===== src/rtl/lph_pkg.sv =====
// ----------------------------------------------------------------------------
// lph_pkg
// Shared types and codes of the linear probing hash table: command and
// result payloads, table entry layout, operation and status codes.
// ----------------------------------------------------------------------------
package lph_pkg;

	// operation codes
	localparam logic OP_INSERT = 1'b0;
	localparam logic OP_SEARCH = 1'b1;

	// result status codes
	localparam logic [1:0] ST_INSERTED  = 2'd0;
	localparam logic [1:0] ST_FULL      = 2'd1;
	localparam logic [1:0] ST_FOUND     = 2'd2;
	localparam logic [1:0] ST_NOT_FOUND = 2'd3;

	// table size register
	localparam int         SIZE_W          = 7;
	localparam logic [6:0] SIZE_RESET      = 7'd64;

	// key width and the remainder unit digit size
	localparam int KEY_W     = 31;
	localparam int DIGIT_W   = 4;
	localparam int KEY_PAD_W = 32;
	localparam int DIGITS    = KEY_PAD_W / DIGIT_W;
	localparam int DCNT_W    = $clog2(DIGITS);

	typedef struct packed {
		logic             op;
		logic [KEY_W-1:0] key;
		logic [31:0]      name_code;
		logic [31:0]      dept_code;
	} cmd_t;

	typedef struct packed {
		logic [1:0]  status;
		logic [5:0]  slot;
		logic [31:0] found_name;
		logic [31:0] found_dept;
	} result_t;

	typedef struct packed {
		logic             valid;
		logic [KEY_W-1:0] key;
		logic [31:0]      name;
		logic [31:0]      dept;
	} entry_t;

endpackage


===== src/rtl/lph_mod.sv =====
// ----------------------------------------------------------------------------
// lph_mod
// Iterative remainder unit: key modulo table size, restoring method,
// several dividend bits retired per cycle.
// ----------------------------------------------------------------------------
module lph_mod #(
	parameter int SZ_W = 7
) (
	input  logic                     clk,
	input  logic                     arst_n,
	input  logic                     start,
	input  logic [lph_pkg::KEY_W-1:0] dividend,
	input  logic [SZ_W-1:0]          divisor,
	output logic                     done,
	output logic [SZ_W-1:0]          rem
);

	logic                           run_q;
	logic [lph_pkg::DCNT_W-1:0]     cnt_q;
	logic [lph_pkg::KEY_PAD_W-1:0]  num_q;
	logic [SZ_W-1:0]                div_q;
	logic [SZ_W-1:0]                rem_q;
	logic [SZ_W-1:0]                rem_next;
	logic                           done_q;

	// one digit of restoring remainder steps
	always_comb begin
		logic [SZ_W:0]   t;
		logic [SZ_W-1:0] r;
		r = rem_q;
		for (int i = 0; i < lph_pkg::DIGIT_W; i++) begin
			t = {r, num_q[lph_pkg::KEY_PAD_W-1-i]};
			if (t >= {1'b0, div_q}) begin
				t = t - {1'b0, div_q};
			end
			r = t[SZ_W-1:0];
		end
		rem_next = r;
	end

	// control and datapath
	always_ff @(posedge clk or negedge arst_n) begin
		if (!arst_n) begin
			run_q  <= 1'b0;
			done_q <= 1'b0;
			cnt_q  <= '0;
		end else begin
			done_q <= 1'b0;
			if (start) begin
				run_q <= 1'b1;
				cnt_q <= '0;
			end else if (run_q) begin
				cnt_q <= cnt_q + 1'b1;
				if (cnt_q == lph_pkg::DCNT_W'(lph_pkg::DIGITS - 1)) begin
					run_q  <= 1'b0;
					done_q <= 1'b1;
				end
			end
		end
	end

	always_ff @(posedge clk) begin
		if (start) begin
			num_q <= {1'b0, dividend};
			div_q <= divisor;
			rem_q <= '0;
		end else if (run_q) begin
			num_q <= num_q << lph_pkg::DIGIT_W;
			rem_q <= rem_next;
		end
	end

	assign done = done_q;
	assign rem  = rem_q;

endmodule


===== config.mk =====
export PLATFORM = sky130hd
export DESIGN_NAME = lph_mod
export DESIGN_NICKNAME = d
export VERILOG_FILES = /design/src/rtl/lph_pkg.sv /design/src/rtl/lph_mod.sv
export SDC_FILE = /design/constraint.sdc
export NUM_CORES = 1
export LEC_CHECK = 0
export CORE_MARGIN = 4
export CORE_UTILIZATION = 45
export DETAILED_ROUTE_END_ITERATION = 6
export DONT_BUFFER_PORTS = 1
export GPL_ROUTABILITY_DRIVEN = 0
export MAX_ROUTING_LAYER = met4
export SLEW_MARGIN = 20
export SYNTH_ARGS = -nofsm -noshare
export SYNTH_HDL_FRONTEND = slang
export SYNTH_SLANG_ARGS = --single-unit

===== constraint.sdc =====
create_clock -name clk -period 12.8 [get_ports clk]
set_clock_uncertainty 0.2 [all_clocks]
set_input_delay 0 -clock clk [delete_from_list [all_inputs] [get_ports clk]]
set_output_delay 0 -clock clk [all_outputs]
set_load 0.02 [all_outputs]

After elaboration in Yosys (flattened, before gate mapping)
Cells that the tools add are included.
{ "word_totals": {"elab_cells": 32, "reg_bits": 51, "in_bits": 41} }
{ "classes": {"n_reduce_logical": 1, "addsub": 5, "mux": 14, "n_lt_le_gt_ge": 4, "n_eq_ne": 1} }
{ "ops": {"columns": ["operator", "count"], "rows": [
  ["31-bit 2-to-1 mux", 2],
  ["8-bit by 7-bit >= comparator with 1-bit output", 4],
  ["7-bit 2-to-1 mux", 4],
  ["7-bit subtractor", 4],
  ["1-bit 2-to-1 mux", 6],
  ["3-bit 2-to-1 mux", 2],
  ["3-bit by 1-bit adder with 3-bit output, second input constant", 1],
  ["3-bit equality test, second input constant", 1],
  ["2-bit nonzero test", 1]
]} }

Logic depth before layout (Yosys ltp)
Gate-level depths: netlist (run 1).
{ "depth": {"depth_word": 8, "ltp_mapped": 35} }

Worst setup path before layout (run 1)
No wires, ideal clock.
{ "synth_timing": {"path_kind": "register -> register", "from": "register div_q[1]", "to": "register rem_q[2], in the netlist rem[2]", "setup_ns": 0.095, "path_stages_with_launch": 30, "required_time_ns": 12.505, "arrival_time_ns": 6.903, "setup_slack_ns": 5.602, "synth_period_minus_slack_ns": 7.198, "cell_sequence": "edfxtp_1 > inv_1 > fa_1 > nand3_1 > a31o_1 > and2_4 > buf_6 > mux2_2 > fa_1 > nand2b_1 > a21oi_1 > o32ai_4 > o311ai_4 > mux2_2 > ha_1 > nand3_1 > nand2_1 > a211oi_2 > o311ai_4 > mux2i_1 > mux2i_1 > fa_1 > a21o_1 > a21oi_1 > a21oi_1 > o211ai_1 > nand2_1 > a2111o_1 > or4b_1 > o311ai_1"} }
{ "synth_via": {"elab_chain_cells": 8, "word_cells_on_any_way": 12, "classes_between": "add/sub (4); order compare (4); mux (4)"} }
{ "synth_rtl": {"columns": ["element", "line_no", "source"], "rows": [
  ["start: declaration", "lph_mod.sv:21", "logic [SZ_W-1:0] div_q;"],
  ["start signal: assignment", "lph_mod.sv:65", "div_q <= divisor;"],
  ["7-bit subtractor or 8-bit by 7-bit >= comparator with 1-bit output (tied branches)", "lph_mod.sv:34, lph_mod.sv:33", null],
  ["7-bit 2-to-1 mux", "lph_mod.sv:33", "if (t >= {1'b0, div_q}) begin"],
  ["7-bit subtractor or 8-bit by 7-bit >= comparator with 1-bit output (tied branches)", "lph_mod.sv:34, lph_mod.sv:33", null],
  ["7-bit 2-to-1 mux", "lph_mod.sv:33", null],
  ["8-bit by 7-bit >= comparator with 1-bit output or 7-bit subtractor (tied branches)", "lph_mod.sv:33, lph_mod.sv:34", null],
  ["7-bit 2-to-1 mux", "lph_mod.sv:33", null],
  ["7-bit subtractor or 8-bit by 7-bit >= comparator with 1-bit output (tied branches)", "lph_mod.sv:34, lph_mod.sv:33", null],
  ["7-bit 2-to-1 mux (*)", "lph_mod.sv:33", null],
  ["end signal: assignment", "lph_mod.sv:69", "rem_q <= rem_next;"],
  ["end: declaration", "lph_mod.sv:22", "logic [SZ_W-1:0] rem_q;"]
]} }
Every way passes the cells marked *; elsewhere a longest branch is shown, timed or not.
A chain may end at the register's enable or synchronous reset.

Worst setup path after layout (run 1)
Ends and elaborated chain as after synthesis.

==> results of run 1 <==
-- sequential cells by signal (all words and copies together) (netlist names) --
name and flops:
done 1, run_q 1, cnt_q 3, rem 7, div_q 7, num_q 32
-- critical path: cells and delay by family (launching register included) --
| family | cells | cell delay, ps |
|---|---|---|
| flip-flops | 1 | 440 |
| multiplexers | 4 | 1410 |
| AND/OR/NAND/NOR | 7 | 1450 |
| AO/OA/AOI/OAI | 12 | 2730 |
| adder cells (fa/ha/maj) | 4 | 1750 |
| buffers and inverters | 1 | 200 |
-- metal layers --
layer	global-route usage (%)	vias to the layer above
li1	-	1318
met1	22.8	1260
met2	30.6	72
met3	3.07	20
met4	5.88	0
met5	-	-
-- layout make-up --
type / count / area [um^2]
clock buffer: 5 / 68.8
clock inverter: 3 / 15.0
fill: 712 / 3580
inverter: 25 / 93.8
multi-input combinational: 245 / 2090
sequential: 51 / 1430
tap: 102 / 128
timing repair buffer: 43 / 448
-- cell usage in the layout (no fill, tap or decap), types with 5 or more instances in the layout --
cell / Yosys / final
nand2_1: 18 / 18
ha_1: 30 / 30
nand3_1: 11 / 11
and2_1: 6 / 6
xnor2_1: 12 / 12
o21ai_0: 6 / 6
mux2_2: 32 / 32
clkbuf_8: 0 / 5
nor2_1: 20 / 20
a21oi_1: 14 / 14
a21o_1: 8 / 8
dlygate4sd3_1: 0 / 42
edfxtp_1: 38 / 38
inv_1: 25 / 25
dfxtp_1: 8 / 8
dfrtp_1: 5 / 5
nor3_1: 5 / 5
mux2i_1: 11 / 11
-- per-stage QoR --
step	utilization, %	cells	setup slack, ps
2_1_floorplan	-	331	5600
3_3_place_gp	47.7	423	4700
3_5_place_dp	47.7	423	4550
4_1_cts	54.4	474	4500
5_1_grt	54.4	474	3900
6_report	54.4	474	4510
-- worst max-delay path by stage --
| stage | start | endpoint | slack (ps) |
|---|---|---|---|
| CTS | div_q[1] | rem[2] | 4500 |
| finish | div_q[1] | rem[2] | 4510 |
| detailed placement | div_q[1] | rem[2] | 4550 |
| global route | div_q[1] | rem[2] | 3900 |
| floorplan | div_q[1] | rem[2] | 5600 |
| global placement | div_q[0] | rem[2] | 4700 |
-- cells by family after synthesis --
kind of cell / Yosys count / synth area share [%]
muxes: 44 / 13.4
DFF: 51 / 38.8
buffers and inverters: 35 / 4.19
adders and majority gates: 34 / 12.4
xor gates and xnor gates: 14 / 3.34
AOI/OAI and AO/OA: 67 / 15.4
and+or+nand+nor: 86 / 12.4
-- timing repair --
item,in CTS,in global routing
hold buffers,43,0
hold endpoints to repair,63,0
endpoints found under the setup margin,0,0
==> results.yml, run 1 <==
run_status:
  status: "completed"
min_path:
  whs_path_depth: 1
  min_to: "div_q[5]"
  hold_start: "divisor[5]"
  hold_class: "in -> reg"
critical_path:
  path_class: "reg -> reg"
  cpMaxStageDelayCell: "or4b_1"
  regToRegEndpoint: "rem[2]"
  cp.arrival_ps: 8290
  reg2reg_from: "div_q[1]"
  cp-end-kind: "flop"
  cp_max_fo: 11
  cpPeakStageDelay_ps: 550
  rrSetupSlack_ps: 4510
  crit_required_ps: 12800
  ff2ff_path_depth: 28
  start_kind: "flop"
cts:
  cts_buffers: 5
  cts.path.max_buffers: 2
  clk_pin_slew_ps: 90
  cts_tree: "built"
  cts-resized-gates: 0
  cts_setup_buffers: 0
  clkSinkCount: 51
  clk_latency_ps: 300
  htreeDepth: 2
  root_buffer: "clkbuf_8"
drt:
  drc: 0
  drt_iter0_markers: 106
  viasPerCell: 5.63
  wl_met3_um: 344
  dr_wl_met2_mm: 4.27
  highest_layer: "met4"
  wl_mm: 8.37
  wl_per_cell_um: 17.7
  firstDrtPassIters: 4
  vias: 2670
  m1WireLength_mm: 3.57
  ant_nets: 0
yosys:
  synth_top_cells_by_count: "edfxtp_1 (38), mux2_2 (32), ha_1 (30)"
  synth_top_area_share_pct: 31.1
  syn_area_um2: 3670
  async_flop_share_pct: 9.80
  synth.most_common_cell: "edfxtp_1"
  synthTopCellsByArea: "edfxtp_1 (31%), ha_1 (10%), mux2_2 (9.8%)"
  yosysWarnings: 0
  synth_nets: 406
  seq_area_frac_synth_pct: 38.8
  synth_cell_types: 61
  synth_area_leader_cell: "edfxtp_1"
  syn_area_per_cell_um2: 11.1
  postSynthCellCount: 331
  synth-edff-count: 38
  ys_seq_elements: 51
  synth_ff_type: "edfxtp_1"
grt:
  grt_pass1_vias: 2746
  grt_use_total_pct: 18.4
  overflow: 0
  antenna_found_initial: 0
  grt_pass1_wl_mm: 13.9
  grt_start_max_net_pins: 54
finish:
  design_area_um2: 4270
  diodes: 0
  nNetsFinal: 446
  area_delta_synth_final_pct: 16.3
  drive_above_1_share_pct: 15.1
floorplan:
  dieArea_um2: 9670
  die_y_um: 98.3
  ios: 49
  initial_core_util_pct: 46.8
  die_w_um: 98.3
  rows: 32
  core_um2: 7850
flow_run:
  maxCapViolCount: 0
timing:
  tightest_slew_ps: 707
  finalHoldViolCount: 0
  min_period_over_period_pct: 64.8
  rsz0062_at_grt: "no"
  max_freq_mhz: 121
  relSlewSlack_pct: 52.8
  finalSetupTns_ps: 0
  hold-worst-slack_ps: 131
  setup_viol: 0
  drv_slew: 0
  fin_crit_ps: 8290
place:
  dpl_cell_area_um2: 3740
  dp_hpwl_mm: 6.20
  io_buffers: 0
Power of run 1 is not shown: default switching activity piles up to over one toggle a cycle in this logic, so the estimate is an artifact.
==> inputs of run 2 (changes only) <==
- clock period: 12.8 -> 8.2 ns (I/O delays scaled with it)
==> run 2 against run 1 <==
  * Wire length rose by 1.4%
  * Die area did not move
  * Critical endpoint unchanged
  * Fmax rose by 7.5%
  * Critical path type unchanged
  * Critical path depth did not move
  * Hold slack got worse by 6.9 ps
  * Global-route usage rose by 0.26 points
  * Final cell count rose by 0.63%
  * Via count rose by 2.5%
  * Flip-flop and latch count did not move
  * Clock-buffer cell count rose by 1
==> results.yml, run 2 (same netlist as run 1, synthesis figures left out) <==
cts:
  cts_tree: "built"
  clk_pin_slew_ps: 100
  clk_latency_ps: 300
  root_buffer: "clkbuf_8"
  htreeDepth: 2
  cts.path.max_buffers: 2
  cts_buffers: 5
  clkSinkCount: 51
timing:
  setup_ws_ps: 486
  setup_viol: 0
  rsz0062_at_grt: "no"
  max_freq_mhz: 130
  finalHoldViolCount: 0
  drv_slew: 0
  finalSetupTns_ps: 0
  tightest_slew_ps: 725
  fin_crit_ps: 7710
  relSlewSlack_pct: 51.7
  min_period_over_period_pct: 94.1
drt:
  vias: 2738
  firstDrtPassIters: 4
  ant_nets: 0
  drt_iter0_markers: 90
  wl_mm: 8.49
  viasPerCell: 5.74
  wl_per_cell_um: 17.8
  drc: 0
finish:
  nNetsFinal: 449
  area_delta_synth_final_pct: 18.6
  drive_above_1_share_pct: 17.1
  largest-register: "num_q"
  final_cell_mix: "dlygate4sd3_1 (42), edfxtp_1 (38), mux2_2 (32), ha_1 (30), inv_1 (25)"
  finalNonFillerCells: 477
  diodes: 0
  design_area_um2: 4360
  final_common_cell: "dlygate4sd3_1"
  largest_reg_flops: 32
place:
  place_ws_ps: 243
  dp_hpwl_mm: 6.13
  dpl_cell_area_um2: 3760
  io_buffers: 0
  dp_cells: 426
critical_path:
  crit_required_ps: 8220
  cpMaxStageDelayCell: "or4b_1"
  path_class: "reg -> reg"
  reg2reg_from: "div_q[1]"
  start_kind: "flop"
  path_delay_family: "compound AO/OA/AOI/OAI gates"
  cp.arrival_ps: 7730
  critPathLaunch: "div_q[1]"
  cpPeakStageDelay_ps: 510
  cp-end-kind: "flop"
  cp_max_fo: 11
  cp_num_buf_inv: 1
floorplan:
  die_y_um: 98.3
  core_um2: 7850
  ios: 49
  dieArea_um2: 9670
  rows: 32
  die_w_um: 98.3
  initial_core_util_pct: 46.8
grt:
  grt_use_total_pct: 18.6
  grt_pass1_wl_mm: 14.0
  grt_pass1_vias: 2853
  grt_start_max_net_pins: 54
  overflow: 0
  antenna_found_initial: 0
min_path:
  hold_start: "divisor[5]"
  hold_class: "in -> reg"
run_status:
  status: "completed"
flow_run:
  maxCapViolCount: 0
==> run 2: per-stage QoR <==
stage | hold WS, ps | util (%)
5_1_grt | 119 | 55.5
6_report | 124 | 55.5
4_1_cts | 112 | 55.1
2_1_floorplan | -496 | -
3_5_place_dp | -495 | 47.9
3_3_place_gp | -495 | 47.9
==> run 2: layout make-up <==
class	instances	area, um^2
inverter	25	93.8
clock inverter	2	35.0
sequential	51	1430
timing repair buffer	46	470
tap	102	128
fill	682	3490
clock buffer	6	82.6
multi-input combinational	245	2120
==> run 2: routing by layer <==
metal	track usage [%]	vias to the layer above	part of all wire [%]
li1	-	1329	-
met1	22.5	1302	43
met2	30.3	77	48
met3	2.64	30	4.0
met4	9.56	0	5.1
met5	-	-	0
==> run 2: final timing paths <==
path                             end  slack, ps  cells after the start
min in group asynchronous      run_q        320                      2
hold reg to reg            num_q[31]        300                      2
max in group asynchronous   cnt_q[2]       7290                      2
hold / removal              div_q[5]        120                      1
setup reg to reg              rem[2]        490                     28
setup / recovery              rem[2]        490                     28
==> run 2: repair_timing <==
item | 4_1_cts | 5_1_grt
hold buffers | 43 | 0
hold endpoints to repair | 63 | 0
gates resized for setup | 0 | 5
setup endpoints to repair | 0 | 7
setup buffers | 0 | 0
Power of run 2 is left out for the same reason.
==> inputs of run 3 (changes only) <==
- SETUP_SLACK_MARGIN: unset -> 0.5
==> run 3 against run 2 <==
  * First-iteration DRC count up 12%
  * Wire length rose by 3.6%
  * Final cell count up 2.5%
  * Worst setup slack gained 380 ps
  * Global-route usage is 0.095 points higher
  * Register-to-register slack improved by 380 ps
  * Flip-flop and latch count stayed put
  * Critical endpoint is now rem[4]
==> results.yml, run 3 (same netlist as run 1, synthesis figures left out) <==
timing:
  relSlewSlack_pct: 52.6
  setup_ws_ps: 863
  rsz0062_at_grt: "no"
  finalSetupTns_ps: 0
  max_freq_mhz: 136
  setup_viol: 0
  tightest_slew_ps: 711
  finalHoldViolCount: 0
  fin_crit_ps: 7340
  drv_slew: 0
  hold-worst-slack_ps: 125
  min_period_over_period_pct: 89.5
drt:
  wl_mm: 8.80
  vias: 2778
  wl_per_cell_um: 18.0
  viasPerCell: 5.68
  ant_nets: 0
  drt_iter0_markers: 101
  drc: 0
  firstDrtPassIters: 4
critical_path:
  ff2ff_path_depth: 30
  cp-end-kind: "flop"
  start_kind: "flop"
  cp.depth: 30
  path_delay_family: "compound AO/OA/AOI/OAI gates"
  cp_num_buf_inv: 3
  worstSetupEndpoint: "rem[4]"
  cpMaxStageDelayCell: "fa_1"
  reg2reg_from: "div_q[0]"
  crit_required_ps: 8220
  path_class: "reg -> reg"
  cpPeakStageDelay_ps: 430
  cp.arrival_ps: 7360
  rrSetupSlack_ps: 860
  regToRegEndpoint: "rem[4]"
  critPathLaunch: "div_q[0]"
  cp_max_fo: 9
flow_run:
  maxCapViolCount: 0
cts:
  cts_buffers: 5
  clkSinkCount: 51
  cts.path.max_buffers: 2
  htreeDepth: 2
  cts_tree: "built"
  root_buffer: "clkbuf_8"
  clk_pin_slew_ps: 90
  clk_latency_ps: 300
grt:
  overflow: 0
  grt_use_total_pct: 18.7
  grt_start_max_net_pins: 54
  grt_pass1_wl_mm: 14.1
  grt_pass1_vias: 2869
  antenna_found_initial: 0
floorplan:
  dieArea_um2: 9670
  die_w_um: 98.3
  rows: 32
  initial_core_util_pct: 46.8
  die_y_um: 98.3
  ios: 49
  core_um2: 7850
finish:
  nNetsFinal: 461
  largest-register: "num_q"
  seq_area_um2: 1430
  multi_input_area_um2: 2180
  final_cell_mix: "dlygate4sd3_1 (42), edfxtp_1 (38), mux2_2 (31), ha_1 (29), inv_1 (24)"
  fillers: 669
  area_delta_synth_final_pct: 22.7
  drive_above_1_share_pct: 22.2
  final_common_cell: "dlygate4sd3_1"
  diodes: 0
  largest_reg_flops: 32
place:
  io_buffers: 0
  place_ws_ps: 243
  dp_hpwl_mm: 6.13
run_status:
  status: "completed"
min_path:
  hold_class: "in -> reg"
run 3: worst min path at each step:
| stage | start | to | slack (ps) | cells after the start |
|---|---|---|---|---|
| 3_5_place_dp | arst_n | cnt_q[0] | -500 | 0 |
| 6_report | divisor[5] | div_q[5] | 130 | 1 |
| 4_1_cts | divisor[6] | div_q[6] | 110 | 1 |
| 5_1_grt | divisor[0] | div_q[0] | 120 | 1 |
| 3_3_place_gp | arst_n | done | -500 | 0 |
| 2_1_floorplan | arst_n | cnt_q[0] | -500 | 0 |
run 3: area by class of cell:
cell class / count / share of cell area (%)
clock buffer: 6 / 1.83
clock inverter: 2 / 0.777
inverter: 25 / 2.08
multi-input combinational: 245 / 48.4
sequential: 51 / 31.6
tap: 102 / 2.83
timing repair buffer: 58 / 12.4
run 3: what timing repair did:
item / CTS / global route
setup buffers: 1 / 11
hold buffers: 43 / 0
endpoints found under the setup margin: 7 / 7
pin swaps: 0 / 8
resized for setup: 5 / 13
hold endpoints to repair: 63 / 0
run 3: metal layers:
layer / vias up / part of all wire [%] / track usage, %
met5: - / 0 / -
met4: 0 / 4.3 / 9.56
met3: 26 / 3.9 / 2.64
met2: 71 / 48 / 30.4
met1: 1335 / 44 / 22.7
li1: 1346 / - / -
run 3: metrics by stage:
| stage | cell area [um^2] | utilization, % | std cells |
|---|---|---|---|
| finish | 4510 | 57.4 | 489 |
| floorplan | 3670 | - | 331 |
| global placement | 3760 | 47.9 | 426 |
| CTS | 4350 | 55.5 | 478 |
| global route | 4510 | 57.4 | 489 |
| detailed placement | 3760 | 47.9 | 426 |
Power of run 3 is left out for the same reason.
